`src/rtl/sct_ram.sv`:
```
// -----------------------------------------------------------------------------
// sct_ram
// Generic memory: one write port, one read port, registered read data.
// -----------------------------------------------------------------------------
module sct_ram #(
   parameter int WIDTH = 8,
   parameter int DEPTH = 16
) (
   input  logic                     clock,
   input  logic                     we,
   input  logic [$clog2(DEPTH)-1:0] waddr,
   input  logic [WIDTH-1:0]         wdata,
   input  logic [$clog2(DEPTH)-1:0] raddr,
   output logic [WIDTH-1:0]         rdata
);

   logic [WIDTH-1:0] mem [DEPTH];
   logic [WIDTH-1:0] rdata_ff;

   // write and registered read
   always_ff @(posedge clock) begin
      if (we) begin
         mem[waddr] <= wdata;
      end
      rdata_ff <= mem[raddr];
   end

   assign rdata = rdata_ff;

endmodule

```
`config.mk`:
```
export PLATFORM = sky130hd
export DESIGN_NAME = sct_ram
export DESIGN_NICKNAME = d
export VERILOG_FILES = /design/src/rtl/sct_ram.sv
export SDC_FILE = /design/constraint.sdc
export NUM_CORES = 1
export LEC_CHECK = 0
export ABC_AREA = 1
export ABC_CLOCK_PERIOD_IN_PS = 1300
export BUFFER_PORTS_ARGS = -buffer_cell sky130_fd_sc_hd__buf_4
export CORE_AREA = 3 3 88 132
export CTS_CLUSTER_DIAMETER = 80
export DETAILED_ROUTE_END_ITERATION = 8
export DIE_AREA = 0 0 91 135
export GPL_TIMING_DRIVEN = 0
export PLACE_DENSITY_LB_ADDON = 0.3
export SLEW_MARGIN = 20
export SYNTH_ARGS = -nofsm -noshare
export SYNTH_HDL_FRONTEND = slang
export SYNTH_SLANG_ARGS = --single-unit
```
`constraint.sdc`:
```
create_clock -name clock -period 1.3 [get_ports clock]
set_input_delay 0.26 -clock clock [delete_from_list [all_inputs] [get_ports clock]]
set_output_delay 0.26 -clock clock [all_outputs]
set_load 0.005 [all_outputs]
```
Word-level counts from Yosys, hierarchy flattened
Memory sizes are Yosys's and may differ from the RTL's. A register that Yosys moved wholly into a read port is not among the register bits.
Cells that the tools add are included.

storage, ports and cells
  register bits after elaboration = 0
  bits in writable memories = 128
  output and inout bits = 8
  memories = 1

memory list
  name  words  bits a word  rd ports  clocked after memory_dff  write ports  RTL line  source
  mem   16     8            1         1                         1            17        logic [WIDTH-1:0] mem [DEPTH];

operators by class
  multiplexer cells = 2

operators by type and width
  operator  count
  $mux 1    2

Logic depth before layout (Yosys ltp)
  depth after elaboration = 2
  mapped depth = 8
  gate-level depth less buffers = 7

Worst setup path after synthesis
Ideal clock, no wire load.

  path kind = input-to-reg
  start = input port waddr[3]
  end = memory mem[4][0] (enable)
  library setup time = 0.370 ns
  arrival = 0.841 ns
  required time = 0.930 ns
  path slack = 0.089 ns
  stages = 2
  buffers on the path = 0
  cells stage by stage = nand3b_1 -> nor2_1

RTL lines
  element          RTL line  source
  start, declared  11        input logic [$clog2(DEPTH)-1:0] waddr,
  end, declared    17

Straight into the memory's write port.

Worst setup path after layout
  start = input port waddr[2]
  end = memory mem[9][2] (enable)

Straight into the memory's write port.

==> out/qor.csv <==
stage,metric,value,unit
setup_path,Critical Path Max Stage Delay,0.63,ns
placement,Placer Congestion,0.9083,
detailed_routing,Routed WL,13.73,mm
logic_synthesis,Cells after Synth,551,
detailed_routing,vias post-DR,3950,
floorplanning,Core Region,10590,um2
floorplanning,Die X,91,um
logic_synthesis,Synth Net Count,569,
detailed_routing,number of vias per cell,5.274,
setup_path,CP cell instances,buf_4 -> nand3b_1 -> nor2_1,
grt,largest net degree at the start of global routing,17,
cells_and_area,"commonest non-fill, non-tap cell in the layout",nand2_1,
logic_synthesis,post-synth top area share,0.6665,
floorplanning,Site Rows,46,
detailed_routing,DR WL/cell,18.33,um
clocking,CTS Buf Count,17,
sta,Final Cycle Share,0.9499,
sta,Highest Clock Rate,809.8,MHz
sta,worst-margin pin slew,0.7756,ns
clocking,Clock Latency Late Sink,0.42,ns
logic_synthesis,"Distinct cells, synth",12,
grt,initial antenna violation count,0,
cells_and_area,layout cell share with drive strength beyond 1,0.1388,
sta,WHS,0.1785,ns
logic_synthesis,sequential area share after synthesis,0.6943,
sta,RSZ-0062 raised after global routing,false,
grt,vias in the first global route,3845,
logic_synthesis,synthesized area,5767,um2
sta,final setup violation count,0,
power_and_ir_drop,Pleak,0.002891,uW
setup_path,Worst R2R Setup Slack,0.22,ns
cells_and_area,n_diodes,0,
clocking,Clock Sinks,136,
detailed_routing,ANT nets after route,0,
power_and_ir_drop,Cell Pwr Density,1497,nW/um2
grt,gr ovfl total,0,
sta,min cycle time layout,1.235,ns
cells_and_area,"commonest non-fill, non-tap cells in the layout","nand2_1 (173), edfxtp_1 (128), inv_1 (100)",
setup_path,"slowest stage cell, crit path",nor2_1,
setup_path,Worst setup EP type,flop,
power_and_ir_drop,Max VDD drop,1069,uV
cells_and_area,fill cell count,871,
detailed_routing,Iter 0 DRT Violations,507,
floorplanning,Die Y,135,um
setup_path,Crit Path Category,in2reg,
hold_path,Tightest Hold Check Type,in2reg,
logic_synthesis,Area contributors post-synth,"edfxtp_1 (67%), nand2_1 (11%), nand3_1 (8.4%)",
sta,setup TNS after final layout,0,ns
setup_path,crit path max fanout,8,
cells_and_area,design area,6668,um2
job,MaxCap Viol Count,0,
logic_synthesis,Ys Warns,0,
grt,first-pass GRT wire length,21.33,mm
detailed_routing,DR pass1 iterations,5,
detailed_routing,DR DRC count,0,
sta,final hold violation count,0,
sta,Final Slew Violations,0,
floorplanning,DIE AREA,12290,um2
clocking,Root Buffer,clkbuf_16,
logic_synthesis,Yosys top cell by area,edfxtp_1,
sta,worst relative slew slack,0.4810,
clocking,Setup Buffers After CTS,0,
placement,number of port buffers,22,
grt,all-layer global routing usage,0.2353,
clocking,clk buf depth,2,
floorplanning,initial core utilization,0.5445,
clocking,Clock Pin Slew Worst Setup and Hold Paths,0.06,ns
logic_synthesis,Synth Register Bits,136,
run_status,status,completed,
cells_and_area,Total Nets Final,610,
floorplanning,# IOs,26,
placement,DP Area,6112,um2
sta,clk_skew,0.005011,ns
setup_path,Worst setup SP type,primary input,
cells_and_area,Area Growth Syn to Fin,15.62,%
placement,dpl hpwl,8.954,mm
clocking,# H-tree levels,4,
setup_path,CP required,1.35,ns
clocking,CTS tree,yes,
logic_synthesis,Avg Inst Size Synth,10.47,um2
setup_path,CP arrival,1.28,ns
-- kinds of logic (layout without fill, tap and decap cells) --
logic type             Yosys count  count (layout)  synth area share
DFF                            136             136            0.6943
and+or+nand+nor                289             289            0.2105
buffers and inverters          126             180           0.09525
-- per-stage QoR --
stage | utilization | setup WS, ns | instances | power [uW]
3_5_place_dp | 0.5772 | -0.4704 | 717 | 5663
4_1_cts | 0.6282 | 0.004207 | 749 | 9966
5_1_grt | 0.6296 | 0.02193 | 749 | 10250
6_report | 0.6296 | 0.06507 | 749 | 9981
2_1_floorplan | - | 0.08916 | 551 | 5365
3_3_place_gp | 0.5772 | -0.3933 | 717 | 5643
-- sequential cells by signal (all words and copies together), names as in the netlist --
name and count:
mem 128, rdata 8
-- synth_stat cells --
| master | number |
|---|---|
| nand3b_1 | 2 |
| edfxtp_1 | 128 |
| nand3_1 | 97 |
| buf_6 | 6 |
| nor2_1 | 17 |
| inv_2 | 2 |
| nand2_1 | 173 |
| buf_1 | 1 |
| buf_2 | 13 |
| dfxtp_1 | 8 |
| buf_4 | 4 |
| inv_1 | 100 |
-- critical path, delay by kind of cell --
| family | cells | cell delay, ns |
|---|---|---|
| buf+inv | 1 | 0.12 |
| simple gates | 2 | 0.89 |
-- power breakdown --
part           internal [uW]  total, uW  leakage [uW]  switching [uW]
registers               4900       4930       0.00122            26.2
clock network           2590       4390      0.000263            1810
logic                    216        661       0.00140             446
-- metal layers --
metal	track usage	up-vias	wire, um
li1	-	1858	-
met1	0.2930	1878	5377
met2	0.3896	183	6885
met3	0.05351	31	1005
met4	0.1133	0	459
met5	0	-	0
-- worst paths after layout --
path | startpoint | to | cells after the start
setup / recovery | waddr[2] | mem[9][2]$_DFFE_PP_ | 3
hold / removal | wdata[4] | mem[3][4]$_DFFE_PP_ | 1
setup reg to reg | mem[3][1]$_DFFE_PP_ | rdata[1]$_DFF_P_ | 6
hold reg to reg | mem[10][6]$_DFFE_PP_ | rdata[6]$_DFF_P_ | 6
-- cell type report --
type	instances	area, um2	area share
Multi-Input combinational cell	289	1231	0.1847
Tap cell	144	180.2	0.02702
Clock buffer	17	425.4	0.06380
Inverter	102	382.9	0.05742
Timing Repair Buffer	22	165.2	0.02477
Clock inverter	15	112.6	0.01689
Buffer	24	166.4	0.02496
Sequential cell	136	4004	0.6005
-- timing repair --
item | CTS | global route
endpoints found under the setup margin | 8 | 39
resized for setup | 1 | 6
hold buffers | 0 | 0
(Power assumes the default switching activity.)
