===== src/rtl/sct_pkg.sv =====
// -----------------------------------------------------------------------------
// sct_pkg
// Shared types and codes of the sparse CSR to CSC transpose core: request
// and response words, field widths, mode and kind codes, register indexes
// and the sequencer states.
// -----------------------------------------------------------------------------
package sct_pkg;

   localparam int ROW_W  = 10;
   localparam int COL_W  = 10;
   localparam int VAL_W  = 64;
   localparam int IDX_W  = 12;
   localparam int DIM_W  = 11;
   localparam int PTR_W  = 13;
   localparam int ROWO_W = 11;
   localparam int LD_W   = ROW_W + COL_W + VAL_W;
   localparam int OUT_W  = ROW_W + VAL_W;

   localparam logic [DIM_W-1:0] DIM_RESET = 11'd1024;

   // request modes
   localparam logic [1:0] MODE_LOAD = 2'd0;
   localparam logic [1:0] MODE_PTR  = 2'd1;
   localparam logic [1:0] MODE_SLOT = 2'd2;

   // response kinds
   localparam logic [1:0] KIND_DONE = 2'd0;
   localparam logic [1:0] KIND_PTR  = 2'd1;
   localparam logic [1:0] KIND_SLOT = 2'd2;

   // register indexes
   localparam logic [1:0] CSR_DIMENSION  = 2'd0;
   localparam logic [1:0] CSR_INDEX_BASE = 2'd1;

   typedef struct packed {
      logic [1:0]       mode;
      logic [ROW_W-1:0] row_in;
      logic [COL_W-1:0] col_in;
      logic [VAL_W-1:0] value_in;
      logic             last_entry;
      logic [IDX_W-1:0] read_index;
   } req_type;

   typedef struct packed {
      logic [1:0]        kind;
      logic [PTR_W-1:0]  pointer;
      logic [ROWO_W-1:0] row_out;
      logic [VAL_W-1:0]  value_out;
      logic              fault;
   } rsp_type;

   typedef enum logic [3:0] {
      ST_CLEAR,
      ST_IDLE,
      ST_RD_PTR,
      ST_RD_SLOT,
      ST_ZERO,
      ST_CNT_RD,
      ST_CNT_COL,
      ST_CNT_WR,
      ST_PFX_RD,
      ST_PFX_WR,
      ST_PFX_END,
      ST_SCT_RD,
      ST_SCT_COL,
      ST_SCT_WR,
      ST_DONE
   } state_type;

endpackage


===== src/rtl/sct_ctrl.sv =====
// -----------------------------------------------------------------------------
// sct_ctrl
// Sequencer of the transpose core: takes requests, walks the stored entries
// to count, prefix-sum and scatter them, and serves pointer and slot reads.
// One shared adder does the count, pointer and cursor arithmetic.
// -----------------------------------------------------------------------------
module sct_ctrl
   import sct_pkg::*;
#(
   parameter int MAX_DIM = 1024,
   parameter int MAX_NNZ = 4096
) (
   input  logic                             clock,
   input  logic                             reset,
   input  logic                             start,
   input  req_type                          req_data,
   input  logic [DIM_W-1:0]                 dim,
   input  logic                             base,
   output logic                             busy,
   output logic                             rsp_valid,
   output rsp_type                          rsp_data,
   output logic                             load_we,
   output logic [$clog2(MAX_NNZ)-1:0]       load_waddr,
   output logic [LD_W-1:0]                  load_wdata,
   output logic [$clog2(MAX_NNZ)-1:0]       load_raddr,
   input  logic [LD_W-1:0]                  load_rdata,
   output logic                             cnt_we,
   output logic [$clog2(MAX_DIM+1)-1:0]     cnt_waddr,
   output logic [$clog2(MAX_NNZ+1)-1:0]     cnt_wdata,
   output logic [$clog2(MAX_DIM+1)-1:0]     cnt_raddr,
   input  logic [$clog2(MAX_NNZ+1)-1:0]     cnt_rdata,
   output logic                             fill_we,
   output logic [$clog2(MAX_DIM)-1:0]       fill_waddr,
   output logic [$clog2(MAX_NNZ+1)-1:0]     fill_wdata,
   output logic [$clog2(MAX_DIM)-1:0]       fill_raddr,
   input  logic [$clog2(MAX_NNZ+1)-1:0]     fill_rdata,
   output logic                             out_we,
   output logic [$clog2(MAX_NNZ)-1:0]       out_waddr,
   output logic [OUT_W-1:0]                 out_wdata,
   output logic [$clog2(MAX_NNZ)-1:0]       out_raddr,
   input  logic [OUT_W-1:0]                 out_rdata
);

   localparam int CAW = $clog2(MAX_DIM + 1);
   localparam int FAW = $clog2(MAX_DIM);
   localparam int NAW = $clog2(MAX_NNZ);
   localparam int CW  = $clog2(MAX_NNZ + 1);

   state_type state_ff, state_in;
   logic [CW-1:0]  idx_ff, idx_in;
   logic [CAW-1:0] col_ff, col_in;
   logic [CW-1:0]  ptr_ff, ptr_in;
   logic [CW-1:0]  placed_ff, placed_in;
   logic [CW-1:0]  entry_count_ff, entry_count_in;
   logic [CW-1:0]  csc_count_ff, csc_count_in;
   logic           dropped_ff, dropped_in;
   logic           finished_ff, finished_in;
   logic           ok_ff, ok_in;
   logic           rsp_valid_ff, rsp_valid_in;
   rsp_type        rsp_ff, rsp_in;

   logic           accept;
   logic [CW-1:0]  idx_inc;
   logic           idx_last;
   logic           col_at_dim;
   logic           col_at_max;
   logic [ROW_W-1:0] ld_row;
   logic [COL_W-1:0] ld_col;
   logic           ld_col_ok;
   logic [CW-1:0]  eff_count;
   logic           store_ok;
   logic           ptr_ok;
   logic           slot_ok;
   logic [CW-1:0]  add_a, add_b, add_sum;

   assign accept     = start && (state_ff == ST_IDLE);
   assign busy       = (state_ff != ST_IDLE);
   assign rsp_valid  = rsp_valid_ff;
   assign rsp_data   = rsp_ff;

   assign idx_inc    = idx_ff + CW'(1);
   assign idx_last   = (idx_inc == entry_count_ff);
   assign col_at_dim = (32'(col_ff) == 32'(dim));
   assign col_at_max = (32'(col_ff) == MAX_DIM);

   assign ld_row    = load_rdata[LD_W-1 -: ROW_W];
   assign ld_col    = load_rdata[VAL_W +: COL_W];
   assign ld_col_ok = (32'(ld_col) < 32'(dim));

   assign eff_count = finished_ff ? '0 : entry_count_ff;
   assign store_ok  = (32'(eff_count) < MAX_NNZ) && (32'(req_data.col_in) < 32'(dim));
   assign ptr_ok    = (32'(req_data.read_index) <= 32'(dim));
   assign slot_ok   = (32'(req_data.read_index) < 32'(csc_count_ff));

   // shared adder: column counts, running pointer and fill cursors
   always_comb begin
      unique case (state_ff)
         ST_PFX_WR: begin
            add_a = ptr_ff;
            add_b = cnt_rdata;
         end
         ST_SCT_WR: begin
            add_a = fill_rdata;
            add_b = CW'(1);
         end
         default: begin
            add_a = cnt_rdata;
            add_b = CW'(1);
         end
      endcase
   end
   assign add_sum = add_a + add_b;

   // next state
   always_comb begin
      state_in = state_ff;
      unique case (state_ff)
         ST_CLEAR: begin
            if (col_at_max) state_in = ST_IDLE;
         end
         ST_IDLE: begin
            if (accept) begin
               case (req_data.mode)
                  MODE_LOAD: if (req_data.last_entry) state_in = ST_ZERO;
                  MODE_PTR:  state_in = ST_RD_PTR;
                  MODE_SLOT: state_in = ST_RD_SLOT;
                  default:   state_in = ST_IDLE;
               endcase
            end
         end
         ST_RD_PTR, ST_RD_SLOT: state_in = ST_IDLE;
         ST_ZERO: begin
            if (col_at_dim) begin
               state_in = (entry_count_ff == '0) ? ST_PFX_RD : ST_CNT_RD;
            end
         end
         ST_CNT_RD: state_in = ST_CNT_COL;
         ST_CNT_COL: begin
            if (ld_col_ok)     state_in = ST_CNT_WR;
            else if (idx_last) state_in = ST_PFX_RD;
            else               state_in = ST_CNT_RD;
         end
         ST_CNT_WR: state_in = idx_last ? ST_PFX_RD : ST_CNT_RD;
         ST_PFX_RD: state_in = ST_PFX_WR;
         ST_PFX_WR: begin
            state_in = (32'(col_ff) + 1 == 32'(dim)) ? ST_PFX_END : ST_PFX_RD;
         end
         ST_PFX_END: state_in = (entry_count_ff == '0) ? ST_DONE : ST_SCT_RD;
         ST_SCT_RD:  state_in = ST_SCT_COL;
         ST_SCT_COL: begin
            if (ld_col_ok)     state_in = ST_SCT_WR;
            else if (idx_last) state_in = ST_DONE;
            else               state_in = ST_SCT_RD;
         end
         ST_SCT_WR: state_in = idx_last ? ST_DONE : ST_SCT_RD;
         ST_DONE:   state_in = ST_IDLE;
         default:   state_in = ST_IDLE;
      endcase
   end

   // memory controls and register updates
   always_comb begin
      idx_in         = idx_ff;
      col_in         = col_ff;
      ptr_in         = ptr_ff;
      placed_in      = placed_ff;
      entry_count_in = entry_count_ff;
      csc_count_in   = csc_count_ff;
      dropped_in     = dropped_ff;
      finished_in    = finished_ff;
      ok_in          = ok_ff;
      rsp_valid_in   = 1'b0;
      rsp_in         = rsp_ff;

      load_we    = 1'b0;
      load_waddr = NAW'(eff_count);
      load_wdata = {req_data.row_in, req_data.col_in, req_data.value_in};
      load_raddr = NAW'(idx_ff);
      cnt_we     = 1'b0;
      cnt_waddr  = col_ff;
      cnt_wdata  = '0;
      cnt_raddr  = col_ff;
      fill_we    = 1'b0;
      fill_waddr = FAW'(col_ff);
      fill_wdata = ptr_ff;
      fill_raddr = FAW'(ld_col);
      out_we     = 1'b0;
      out_waddr  = NAW'(fill_rdata);
      out_wdata  = {ld_row, load_rdata[VAL_W-1:0]};
      out_raddr  = slot_ok ? NAW'(req_data.read_index) : '0;

      unique case (state_ff)
         // zero the pointer table after reset
         ST_CLEAR: begin
            cnt_we = 1'b1;
            col_in = col_ff + CAW'(1);
         end
         ST_IDLE: begin
            cnt_raddr = ptr_ok ? CAW'(req_data.read_index) : '0;
            if (accept) begin
               case (req_data.mode)
                  MODE_LOAD: begin
                     load_we        = store_ok;
                     entry_count_in = store_ok ? eff_count + CW'(1) : eff_count;
                     dropped_in     = (dropped_ff && !finished_ff) || !store_ok;
                     finished_in    = 1'b0;
                     idx_in         = '0;
                     col_in         = '0;
                     ptr_in         = '0;
                     placed_in      = '0;
                  end
                  MODE_PTR:  ok_in = ptr_ok;
                  MODE_SLOT: ok_in = slot_ok;
                  default:   ok_in = ok_ff;
               endcase
            end
         end
         ST_RD_PTR: begin
            rsp_valid_in      = 1'b1;
            rsp_in.kind       = KIND_PTR;
            rsp_in.pointer    = ok_ff ? PTR_W'(cnt_rdata) + PTR_W'(base) : '0;
            rsp_in.row_out    = '0;
            rsp_in.value_out  = '0;
            rsp_in.fault      = dropped_ff || !ok_ff;
         end
         ST_RD_SLOT: begin
            rsp_valid_in      = 1'b1;
            rsp_in.kind       = KIND_SLOT;
            rsp_in.pointer    = '0;
            rsp_in.row_out    = ok_ff ? ROWO_W'(out_rdata[OUT_W-1 -: ROW_W]) + ROWO_W'(base)
                                      : '0;
            rsp_in.value_out  = ok_ff ? out_rdata[VAL_W-1:0] : '0;
            rsp_in.fault      = dropped_ff || !ok_ff;
         end
         // clear the counts of columns 0..dim
         ST_ZERO: begin
            cnt_we = 1'b1;
            col_in = col_at_dim ? '0 : col_ff + CAW'(1);
         end
         ST_CNT_RD: begin
         end
         // count the entry, or drop it if its column left the range
         ST_CNT_COL: begin
            cnt_raddr = CAW'(ld_col);
            if (!ld_col_ok) begin
               dropped_in = 1'b1;
               idx_in     = idx_last ? '0 : idx_inc;
            end
         end
         ST_CNT_WR: begin
            cnt_we    = 1'b1;
            cnt_waddr = CAW'(ld_col);
            cnt_wdata = add_sum;
            idx_in    = idx_last ? '0 : idx_inc;
         end
         ST_PFX_RD: begin
         end
         // turn a count into a start pointer and seed the fill cursor
         ST_PFX_WR: begin
            cnt_we    = 1'b1;
            cnt_wdata = ptr_ff;
            fill_we   = 1'b1;
            ptr_in    = add_sum;
            col_in    = col_ff + CAW'(1);
         end
         ST_PFX_END: begin
            cnt_we    = 1'b1;
            cnt_waddr = CAW'(dim);
            cnt_wdata = ptr_ff;
         end
         ST_SCT_RD: begin
         end
         ST_SCT_COL: begin
            if (!ld_col_ok) idx_in = idx_last ? '0 : idx_inc;
         end
         // place the entry at its column cursor and advance the cursor
         ST_SCT_WR: begin
            fill_we    = 1'b1;
            fill_waddr = FAW'(ld_col);
            fill_wdata = add_sum;
            out_we     = 1'b1;
            placed_in  = placed_ff + CW'(1);
            idx_in     = idx_last ? '0 : idx_inc;
         end
         ST_DONE: begin
            entry_count_in   = placed_ff;
            csc_count_in     = placed_ff;
            finished_in      = 1'b1;
            rsp_valid_in     = 1'b1;
            rsp_in.kind      = KIND_DONE;
            rsp_in.pointer   = PTR_W'(placed_ff);
            rsp_in.row_out   = '0;
            rsp_in.value_out = '0;
            rsp_in.fault     = dropped_ff;
         end
         default: begin
         end
      endcase
   end

   // registers
   always_ff @(posedge clock) begin
      if (reset) begin
         state_ff       <= ST_CLEAR;
         col_ff         <= '0;
         entry_count_ff <= '0;
         csc_count_ff   <= '0;
         dropped_ff     <= 1'b0;
         finished_ff    <= 1'b0;
         rsp_valid_ff   <= 1'b0;
      end else begin
         state_ff       <= state_in;
         col_ff         <= col_in;
         entry_count_ff <= entry_count_in;
         csc_count_ff   <= csc_count_in;
         dropped_ff     <= dropped_in;
         finished_ff    <= finished_in;
         rsp_valid_ff   <= rsp_valid_in;
      end
      idx_ff    <= idx_in;
      ptr_ff    <= ptr_in;
      placed_ff <= placed_in;
      ok_ff     <= ok_in;
      rsp_ff    <= rsp_in;
   end

endmodule


===== config.mk =====
export PLATFORM = sky130hd
export DESIGN_NAME = sct_ctrl
export DESIGN_NICKNAME = d
export VERILOG_FILES = /design/src/rtl/sct_pkg.sv /design/src/rtl/sct_ctrl.sv
export SDC_FILE = /design/constraint.sdc
export NUM_CORES = 1
export LEC_CHECK = 0
export BUFFER_PORTS_ARGS = -buffer_cell sky130_fd_sc_hd__buf_2
export CAP_MARGIN = 20
export CORE_AREA = 2 2 257 259
export DETAILED_ROUTE_END_ITERATION = 10
export DIE_AREA = 0 0 259 261
export HOLD_SLACK_MARGIN = 0.12
export PLACE_DENSITY_LB_ADDON = 0.05
export SLEW_MARGIN = 0
export SYNTH_ARGS = -nofsm -noshare
export SYNTH_HDL_FRONTEND = slang
export SYNTH_SLANG_ARGS = --single-unit
export TNS_END_PERCENT = 10

===== constraint.sdc =====
create_clock -name clock -period 8.1 [get_ports clock]
set_input_delay 0.405 -clock clock [delete_from_list [all_inputs] [get_ports clock]]
set_output_delay 0.405 -clock clock [all_outputs]
set_load 0.01 [all_outputs]

Word level (Yosys, flattened, before mapping)
Index checks and enable logic that the tools add are counted.
Cells by class
  order comparisons: 5
  add/subtract/negate cells: 8
  mux-type cells: 57
  reductions and logical operators: 34
  equal/unequal tests: 28
Operators with widths (number)
  case mux 91 bit (3 select lines): 1
  two-way mux 13 bit: 11
  case mux 13 bit (2 select lines): 5
  two-way mux 64 bit: 1
  two-way mux 11 bit: 5
  case mux 4 bit (12 select lines): 1
  case mux 11 bit (2 select lines): 2
  adder 13 x 1 -> 13 bit, second input constant: 3
  case mux 13 bit (3 select lines): 1
  case mux 11 bit (3 select lines): 1
  equality test 4 bit, second input constant: 7
  two-way mux 4 bit: 7
  less-than comparator 10 x 11 -> 1 bit: 2
  equality test 4 x 3 -> 1 bit, second input constant: 4
  AND reduction 3 bit: 5
  adder 13 x 1 -> 13 bit: 1
  adder 13 bit: 1
  equality test 13 bit: 1
  logical NOT 13 bit: 1
  less-than comparator 12 x 13 -> 1 bit: 1
  less-than comparator 13 bit, second input constant: 1
  adder 11 x 1 -> 12 bit, second input constant: 1
  equality test 12 x 11 -> 1 bit: 1
  <= comparator 12 x 11 -> 1 bit: 1
  30 further kinds: 67
Word-level totals
  flip-flop bits (word level): 175
  input port bits: 298
  word-level logic and storage cells: 148

Depth between registers and ports, before layout
Gate-level depths: netlist of the first run.
  word-level depth: 8
  depth in mapped cells: 17
  depth with buffers taken out: 16

Worst setup path before layout of the first run
No wires, ideal clock.
  path type: flip-flop to output port
  start point: reg state_ff[3]
  end point: out cnt_wdata[10]
  arrival: 3.501 ns
  cell stages (with the launch flop): 17
  buffers on the path: 2
  slack: 4.194 ns
  data required time: 7.695 ns
  path through: dfxtp_1 > clkbuf_1 > nand2_1 > or2_2 > clkbuf_1 > a22oi_1 > nand2_1 > ha_1 > fa_1 > a21o_1 > a21oi_1 > nor2b_1 > o41a_1 > a41oi_1 > nor2b_1 > xor2_1 > o21ai_0
On the way
  cells in the longest elaborated chain, start to end: 4
RTL lines
  start, declared: RTL line sct_ctrl.sv:49  | state_type state_ff, state_in;
  start signal, assigned: RTL line sct_ctrl.sv:312  | state_ff <= state_in;
  equality test 4 bit (on tied branches): RTL line sct_ctrl.sv:97, sct_ctrl.sv:192
  case mux 13 bit (2 select lines) or two-way mux 13 bit (tied branches): RTL line sct_ctrl.sv:97  | unique case (state_ff)
  adder 13 bit: RTL line sct_ctrl.sv:112  | assign add_sum = add_a + add_b;
  case mux 13 bit (2 select lines) *: RTL line sct_ctrl.sv:192  | unique case (state_ff)
  end, declared: RTL line sct_ctrl.sv:29  | output logic [$clog2(MAX_NNZ+1)-1:0] cnt_wdata,
Every way passes the cells marked *; elsewhere a longest branch is shown, timed or not.

Worst setup path in the final report of the first run
  start point: reg state_ff[2]
  end point: out fill_wdata[10]
On the way
  cells in the longest elaborated chain, start to end: 4
RTL lines
  equality test 4 bit (on tied branches): RTL line sct_ctrl.sv:97, sct_ctrl.sv:192
  case mux 13 bit (2 select lines) or two-way mux 13 bit (tied branches): RTL line sct_ctrl.sv:97
  adder 13 bit: RTL line sct_ctrl.sv:112
  two-way mux 13 bit *: RTL line sct_ctrl.sv:192
  end, declared: RTL line sct_ctrl.sv:34  | output logic [$clog2(MAX_NNZ+1)-1:0] fill_wdata,
Marks and branches as above.

==> results of run 1 <==
==> state kept, by name, indices dropped and copies added (netlist names) <==
| name | flops |
|---|---|
| ptr_ff | 13 |
| csc_count_ff | 13 |
| finished_ff | 1 |
| rsp_valid | 1 |
| entry_count_ff | 13 |
| col_ff | 11 |
| state_ff | 4 |
| dropped_ff | 1 |
| placed_ff | 13 |
| idx_ff | 13 |
| ok_ff | 1 |
| rsp_data | 91 |
==> logic make-up after synthesis <==
family / count (synthesis) / share of synthesized area (%)
and+or+nand+nor: 562 / 21.9
buffers and inverters: 313 / 15.0
AOI/OAI and AO/OA: 241 / 12.4
DFF: 175 / 37.8
xor gates and xnor gates: 85 / 5.84
adders and majority gates: 66 / 6.54
muxes: 6 / 0.520
==> critical path, stage by stage, from the launching register on <==
cell and delay (ns):
dfxtp_1 0.64, clkinv_1 0.42, nor2_1 0.43, nand3_2 0.12, inv_1 0.32, buf_4 0.35, nand2_1 0.10, nand2_1 0.07
ha_1 0.26, a21o_1 0.20, a21oi_1 0.23, nor2b_1 0.11, o41a_1 0.35, a41oi_1 0.28, nor2b_1 0.21, xor2_1 0.32
o21ai_0 0.13, buf_2 0.17
==> cell type report <==
| cell class | instances | area, µm² | share of cell area [%] |
|---|---|---|---|
| multi-input combinational | 960 | 6050 | 41.1 |
| sequential | 175 | 4810 | 32.7 |
| timing repair buffer | 391 | 2000 | 13.6 |
| tap | 864 | 1080 | 7.35 |
| clock buffer | 17 | 425 | 2.89 |
| clock inverter | 15 | 171 | 1.17 |
| inverter | 43 | 161 | 1.10 |
| antenna | 1 | 2.50 | 0.0170 |
==> cell usage after synthesis, types with 8 or more instances <==
master,instances
a21o_1,20
a21oi_1,50
a221o_1,10
a22o_1,10
a22oi_1,16
a31oi_1,8
and2_1,23
and3_1,88
buf_4,192
clkbuf_1,68
dfxtp_1,44
edfxtp_1,131
ha_1,65
inv_1,42
nand2_1,166
nand2b_1,14
nand3_1,37
nand4_1,13
nor2_1,111
nor2b_1,31
nor3_1,36
nor3b_1,9
nor4_1,9
o21ai_0,70
xnor2_1,34
xor2_1,51
==> per-stage QoR <==
stage          hold WS [ns]  power, mW
6_report              0.204       2.05
5_1_grt               0.191       2.14
4_1_cts               0.159       2.10
3_5_place_dp          0.447       1.19
3_3_place_gp          0.450       1.19
2_1_floorplan         0.436       1.16
==> path summary, 6_finish.rpt <==
check                    endpoint  slack (ns)  cells past startpoint
hold reg to reg   csc_count_ff[6]        0.46                      2
hold / removal       rsp_data[59]        0.20                      2
setup reg to reg       ptr_ff[10]        3.36                     16
setup / recovery   fill_wdata[10]        2.48                     17
==> power groups by stage <==
stage	clock network [mW]	registers, mW	logic [mW]
5_1_grt	0.953	0.957	0.233
3_5_place_dp	0	0.977	0.212
6_report	0.884	0.957	0.209
4_1_cts	0.930	0.957	0.213
3_3_place_gp	0	0.977	0.213
2_1_floorplan	0	0.974	0.182
==> metal layers <==
| layer | part of all wire, % | track usage, % |
|---|---|---|
| met1 | 42 | 21.1 |
| met3 | 8.2 | 6.60 |
| met2 | 48 | 29.5 |
| met5 | 0.28 | 2.22 |
| met4 | 1.6 | 4.48 |
==> metrics.txt, run 1 <==
Setup violations, final=0; pin count of the biggest net entering global routing=72; Core Area=about 0.065 mm²; Setup TNS Final=0 ns; CP max FO=20; Skew-Pair Late Insertion Delay=roughly 0.50 ns; Final Util=approximately 23%; Root Buffer=clkbuf_16; Die Span Y=261 µm; fillers=between 7000 and 8000; Max VDD drop=0.111 mV; synthesized net count=between 1500 and 2000; Die Width=approximately 260 µm; drt drc=0; PD cells=approximately 140 mW/mm²; Initial Util=roughly a fifth; CTS tree=built; synthesized area per cell=between 8 and 9 µm²; Internal=1.45 mW; Slew HR=about a quarter; Post-CTS Setup Repair Bufs=0; htree depth=4; clock skew=0.0178 ns; Area growth syn-to-layout=15.4%; endpoints failing hold=0; commonest cells after routing, fill and taps aside=buf_2 (372), nand2_1 (166), edfxtp_1 (131); largest cells by area after synthesis=edfxtp_1 (31%), buf_4 (11%), dfxtp_1 (6.9%); TritonCTS Buffers=17; clock share of power=between 40 and 50%; Mapped Area=around 0.013 mm²; initial antenna violation count=7; Yosys reg bits=~180; final net count=1952; Slew @ Worst Pin=~1.1 ns; GR Overflow Total=0; Leak=approximately 6.1 nW; area share of the largest cell type after synthesis=between 30% and 40%; Vias=roughly 11000; CP Launch Point=state_ff[2]; leading cell type in the layout, fill and taps excluded=buf_2; Post-synth EDFFs=about 130; via/cell ratio=approximately 4.5; fmax=178 MHz; Port Buffers=roughly 370; switching share of power=29.1%; routability congestion estimate=roughly 0.77; Die ar.=0.0676 mm²; clk slew on worst S/H paths=approximately 0.090 ns; WL/cell=24.8 µm; first-pass GRT wire length=roughly 85000 µm; GRT Overall Usage=17.6%; hold path startpoint=out_rdata[58]; Synth Instances=roughly 1400; Tmin final=roughly 5.6 ns; Routed WL=about 61000 µm; CTS Sinks=approximately 180; HPWL Detailed=48200 µm; run status=finished clean; switching power=596 µW; DRT antenna net count=0; dpl cells=about 2400; worst r2r src=state_ff[2]; Boundary Pins=about 670; Pre-Repair DR Iteration Count=5; Yosys top cell by area=edfxtp_1; Async SR Flop Fraction=0%; crit path kind=register to primary output; Seq pwr share=~47%; RSZ-0062 raised after global routing=no; CTS Hold Bufs=0; Critical Path Sink Type=primary output; fraction of layout cells with a size suffix above 1=~28%; post-route worst setup slack=approximately 2.5 ns; Bufs on Longest Clock Path=2; Hold WC Path Type=input pin to register; WP data arrival=5.21 ns; placed cell area=about 0.014 mm²; kind of start point of the critical path=register; Tcrit/Tclk final=69.3%; initial drt markers=around 670; synth unique cells=71; register area share after synthesis=a little under two fifths; CP required=a little under 8 ns; YS warnings=0; Max Cap Viol=0; Synth Flop Type=edfxtp_1; Worst Setup Slack post-DPL=2.94 ns; Final Max Slew Viols=0; combinational share of power=roughly a tenth; post-CTS sizing=0; final non-filler cell total=between 2000 and 2500; vias in the first global route=roughly 11000; finished layout cell area=between 0.01 and 0.015 mm²; Cell Rows=94
No activity file was read; power rests on OpenSTA's default activity.
==> run 2, diff against run 1 <==
==> constraint.sdc (replaced) <==
create_clock -name clock -period 5.3 [get_ports clock]
set_input_delay 0.265 -clock clock [delete_from_list [all_inputs] [get_ports clock]]
set_output_delay 0.265 -clock clock [all_outputs]
set_load 0.01 [all_outputs]
==> run 2 against run 1 <==
Utilization grew 1.1 points. Hold slack lost 0.043 ns. Total power is 55% higher. Non-clock buffer count increased by 72. Die area is the same. Clock-buffer cell count unchanged. Global-route usage grew 0.35 points. Combinational power grew 74%. Clock power grew 54%. Final cell count grew 2.9%. Highest routed layer unchanged.
==> metrics.txt, run 2 (synthesized netlist as in run 1, its figures left out) <==
switching power=~930 µW; vias in the first global route=11663; GR Overflow Total=0; HPWL Detailed=~49000 µm; WP data arrival=between 4 and 5 ns; CP required=about 5.0 ns; CP max FO=20; Fin Hold WS=approximately 0.16 ns; Slew HR=a little under a third; Vias=11293; Area growth syn-to-layout=20.9%; Critical Path Max Stage Delay=between 0.4 and 0.5 ns; final net count=2024; crit path kind=register to primary output; Root Buffer=clkbuf_16; Seq pwr share=between 40% and 50%; routability congestion estimate=approximately 0.78; CTS tree=built; Pre-Repair DR Iteration Count=4; htree depth=4; Crit-path slowest cell=fa_1; placed cell area=about 0.014 mm²; clk slew on worst S/H paths=~0.08 ns; Boundary Pins=between 600 and 700; Max Cap Viol=0; GRT Overall Usage=around 18%; RSZ-0062 raised after global routing=no; TritonCTS Buffers=17; Critical Path Sink Type=primary output; combinational share of power=a little under an eighth; drt drc=0; kind of start point of the critical path=register; WL/cell=approximately 24 µm; fraction of layout cells with a size suffix above 1=between 20% and 30%; DRT antenna net count=0; Leak=roughly 6.4 nW; Setup violations, final=0; Port Buffers=approximately 370; finished layout cell area=0.0154 mm²; post-route worst setup slack=roughly 0.56 ns; Final Util=a little under a quarter; Initial Util=between 10% and 20%; Die Width=259 µm; pin count of the biggest net entering global routing=72; initial drt markers=743; via/cell ratio=between 4 and 5; Skew-Pair Late Insertion Delay=a little under 0.5 ns; Core Area=~0.065 mm²; Final Max Slew Viols=0; initial antenna violation count=4; Worst Setup Slack post-DPL=0.957 ns; Bufs on Longest Clock Path=2; switching share of power=between 20% and 30%; fmax=between 200 and 250 MHz; Cell Rows=94; clock skew=0.0132 ns; Tcrit/Tclk final=approximately 90%; critical-path cell list=buf_4 > nor2_1 > nand3_2 > clkinvlp_4 > nand2_1 > nand2_1 > ha_1 > fa_1 > a21o_1 > a21oi_1 > nor2b_1 > o41a_1 > a41oi_1 > nor2b_1 > xor2_1 > o21ai_0 > buf_2; Tmin final=about 4.7 ns; run status=finished clean; leading cell type in the layout, fill and taps excluded=buf_2; Max VDD drop=approximately 0.19 mV; commonest cells after routing, fill and taps aside=buf_2 (372), nand2_1 (166), edfxtp_1 (131); Die ar.=0.0676 mm²; Internal=approximately 2.3 mW; Routed WL=62200 µm; Setup TNS Final=0 ns; Hold WC Path Type=input pin to register; Post-CTS Setup Repair Bufs=0; clock share of power=42.7%; CTS Sinks=around 180; PD cells=approximately 210 mW/mm²; Slew @ Worst Pin=1.04 ns; first-pass GRT wire length=87300 µm; endpoints failing hold=0; Die Span Y=approximately 260 µm; max FFs per register=91
## run 2: changes by cell type in the layout (fill, tap and decap cells not counted)
cell,before,now
dlygate4sd3_1,0,67
buf_4,19,24
clkinv_4,4,2
clkinvlp_4,0,2
inv_6,1,3
inv_1,42,41
inv_8,7,6
## run 2: what timing repair did
action,CTS,global route
hold buffers,67,0
hold endpoints to repair,68,0
endpoints found under the setup margin,0,2
resized for setup,0,1
## run 2: routing by layer
layer	vias up	wire [µm]	track usage (%)
met1	5375	26400	21.6
met3	85	5110	6.50
met4	8	1180	5.31
li1	5328	-	-
met5	-	210	2.43
met2	497	29300	29.7
## run 2: stage by stage
stage | std cells | power (mW)
CTS | 2537 | 3.27
finish | 2538 | 3.19
floorplan | 1448 | 1.77
global placement | 2438 | 1.82
detailed placement | 2438 | 1.82
global route | 2537 | 3.34
## run 2: power by group through the flow
stage	logic (mW)	clock network (mW)	registers [mW]
2_1_floorplan	0.279	0	1.49
3_3_place_gp	0.326	0	1.49
3_5_place_dp	0.326	0	1.49
4_1_cts	0.372	1.44	1.46
5_1_grt	0.403	1.47	1.46
6_report	0.363	1.36	1.46
## run 2: critical path: cells and delay by family, from the launching register on
family	cells	cell delay, ns
buffers and inverters	3	0.73
XOR/XNOR	1	0.30
adder cells (fa/ha/maj)	2	0.65
AO/OA/AOI/OAI	5	1.17
flip-flops	1	0.31
AND/OR/NAND/NOR	6	0.84
## run 2: final cells by class
cell class / count / area (µm²)
fill: 7212 / 49600
clock buffer: 17 / 425
antenna: 1 / 2.50
clock inverter: 15 / 168
tap: 864 / 1080
multi-input combinational: 960 / 6050
sequential: 175 / 4810
inverter: 43 / 165
timing repair buffer: 463 / 2710
## run 2: worst paths after layout
path	start	to	slack, ns	cells after the start
setup reg to reg	state_ff[1]	ptr_ff[10]	1.31	16
hold / removal	out_rdata[41]	rsp_data[42]	0.16	2
hold reg to reg	csc_count_ff[4]	csc_count_ff[4]	0.47	2
setup / recovery	state_ff[1]	cnt_wdata[10]	0.56	17
==> run 3, diff against run 2 <==
--- a/config.mk
+++ b/config.mk
@@ -5,13 +5,14 @@
 export SDC_FILE = /design/constraint.sdc
 export NUM_CORES = 1
 export LEC_CHECK = 0
-export BUFFER_PORTS_ARGS = -buffer_cell sky130_fd_sc_hd__buf_2
 export CAP_MARGIN = 20
 export CORE_AREA = 2 2 257 259
 export DETAILED_ROUTE_END_ITERATION = 10
 export DIE_AREA = 0 0 259 261
+export DONT_BUFFER_PORTS = 1
 export HOLD_SLACK_MARGIN = 0.12
 export PLACE_DENSITY_LB_ADDON = 0.05
+export SETUP_SLACK_MARGIN = 0.02
 export SLEW_MARGIN = 0
 export SYNTH_ARGS = -nofsm -noshare
 export SYNTH_HDL_FRONTEND = slang
==> run 3 against run 2 <==
Critical path depth down 1. Worst setup slack better by 0.014 ns. Non-clock buffer count down 336. Largest power group unchanged.
==> metrics.txt, run 3 (synthesized netlist as in run 1, its figures left out) <==
leading cell type in the layout, fill and taps excluded=nand2_1; commonest cells after routing, fill and taps aside=nand2_1 (166), edfxtp_1 (131), nor2_1 (109); Skew-Pair Late Insertion Delay=0.49 ns; Hold WC Path Type=input pin to register; Die Span Y=roughly 260 µm; Setup violations, final=0; Critical Path Sink Type=primary output; Vias=slightly above 10000; Root Buffer=clkbuf_16; endpoints failing hold=0; Area growth syn-to-layout=9.13%; Final Util=about a fifth; routability congestion estimate=0.810; RSZ-0062 raised after global routing=no; switching power=~840 µW; Critical Path Max Stage Delay=approximately 0.45 ns; Worst R2R Path Depth=15; drt drc=0; first-pass GRT wire length=roughly 82000 µm; CTS Sinks=around 180; Port Buffers=0; initial drt markers=between 500 and 600; switching share of power=27.6%; Leak=approximately 5.1 nW; placed cell area=0.0124 mm²; Final Max Slew Viols=0; fraction of layout cells with a size suffix above 1=6.88%; pin count of the biggest net entering global routing=between 70 and 80; Routed WL=between 50000 and 60000 µm; Boundary Pins=between 600 and 700; worst reg-to-reg setup slack=approximately 1.3 ns; Die ar.=between 0.06 and 0.07 mm²; Seq pwr share=between 40% and 50%; Max VDD drop=0.214 mV; CP endpoint=cnt_wdata[10]; via/cell ratio=between 4 and 5; GR Overflow Total=0; WL/cell=between 20 and 30 µm; Slew HR=26.8%; CTS tree=built; CP Launch Point=state_ff[3]; fmax=211 MHz; Worst Setup Slack post-DPL=about 0.95 ns; combinational share of power=8.4%; CP required=just over 5 ns; Tcrit/Tclk final=between 80 and 90%; R2R Path End=ptr_ff[10]; htree depth=4; WP data arrival=between 4 and 5 ns; TritonCTS Buffers=17; Internal=roughly 2.2 mW; Fin Hold WS=0.157 ns; crit path kind=register to primary output; Core Area=between 0.06 and 0.07 mm²; Pwr Total=around 3.1 mW; HPWL Detailed=approximately 46000 µm; Max Cap Viol=0; clock share of power=43.8%; Bufs on Longest Clock Path=2; GRT Overall Usage=17.2%; post-route worst setup slack=0.571 ns; clock skew=~0.0090 ns; finished layout cell area=approximately 0.014 mm²; kind of start point of the critical path=register; Initial Util=between 10% and 20%; Tmin final=around 4.7 ns; Slew @ Worst Pin=1.10 ns; Die Width=around 260 µm; max FFs per register=between 90 and 100; DRT antenna net count=0; Cell Rows=94; run status=finished clean; PD cells=around 220 mW/mm²; clk slew on worst S/H paths=about 0.08 ns; Setup TNS Final=0 ns; vias in the first global route=around 10000; final non-filler cell total=roughly 2200; CP max FO=20; critical-path cell list=buf_4 > nand2_1 > or2_2 > a22oi_1 > nand2_1 > ha_1 > fa_1 > a21o_1 > a21oi_1 > nor2b_1 > o41a_1 > a41oi_1 > nor2b_1 > xor2_1 > o21ai_0 > buf_4; worst r2r src=state_ff[3]; Pre-Repair DR Iteration Count=5; final net count=around 1700; Crit-path slowest cell=or2_2; dpl cells=just over 2000; initial antenna violation count=4
run 3: cell count changes in the layout (fill, tap and decap cells not counted), moves of 2 or more:
| cell | change |
|---|---|
| buf_2 | -372 |
| buf_4 | +12 |
| clkinv_4 | +2 |
| diode_2 | +2 |
| dlygate4sd3_1 | +23 |
| inv_6 | -2 |
run 3: timing repair:
item | in CTS | in global routing
hold buffers | 91 | 0
buffers inserted | 0 | 0
setup endpoints to repair | 0 | 1
endpoints found under the hold margin | 125 | 0
gates resized for setup | 0 | 1
run 3: per-layer routing:
metal  global-route usage [%]  share of wire (%)  vias up
met3                     6.91                9.4       78
met4                     5.67                2.0        6
li1                         -                  -     4651
met5                     2.43               0.35        -
met1                     19.7                 40     4827
met2                     28.8                 48      490
run 3: critical path, delay by kind of cell, from the launching register on:
kind	cells	cell delay, ns
AOI/OAI and AO/OA	6	1.35
DFF	1	0.31
and+or+nand+nor	5	0.96
xor gates and xnor gates	1	0.29
buffers and inverters	2	0.41
adders and majority gates	2	0.64
run 3: area by class of cell:
type                    count  area [µm²]
inverters                  43         165
well taps                 864        1080
flip-flops and latches    175        4810
repair buffers            127        1190
clock buffers              17         425
multi-input cells         960        6060
clock inverters            15         168
diodes                      3        7.51
fillers                  7179       51100
run 3: worst min-delay path by stage:
stage / depth (start not counted) / startpoint / to / slack (ns)
after floorplan: 2 / csc_count_ff[10] / csc_count_ff[10] / 0.44
after global placement: 1 / reset / entry_count_ff[6] / 0.35
after detailed placement: 1 / reset / entry_count_ff[6] / 0.35
after CTS: 3 / out_rdata[66] / rsp_data[69] / 0.14
after global routing: 2 / cnt_rdata[11] / rsp_data[87] / 0.16
final: 2 / cnt_rdata[11] / rsp_data[87] / 0.16
run 3: power groups by stage:
stage / Sequential (mW) / Combinational, mW / Clock [mW]
floorplan: 1.49 / 0.279 / 0
global placement: 1.49 / 0.189 / 0
detailed placement: 1.49 / 0.189 / 0
CTS: 1.46 / 0.259 / 1.41
global route: 1.46 / 0.284 / 1.45
finish: 1.46 / 0.255 / 1.34
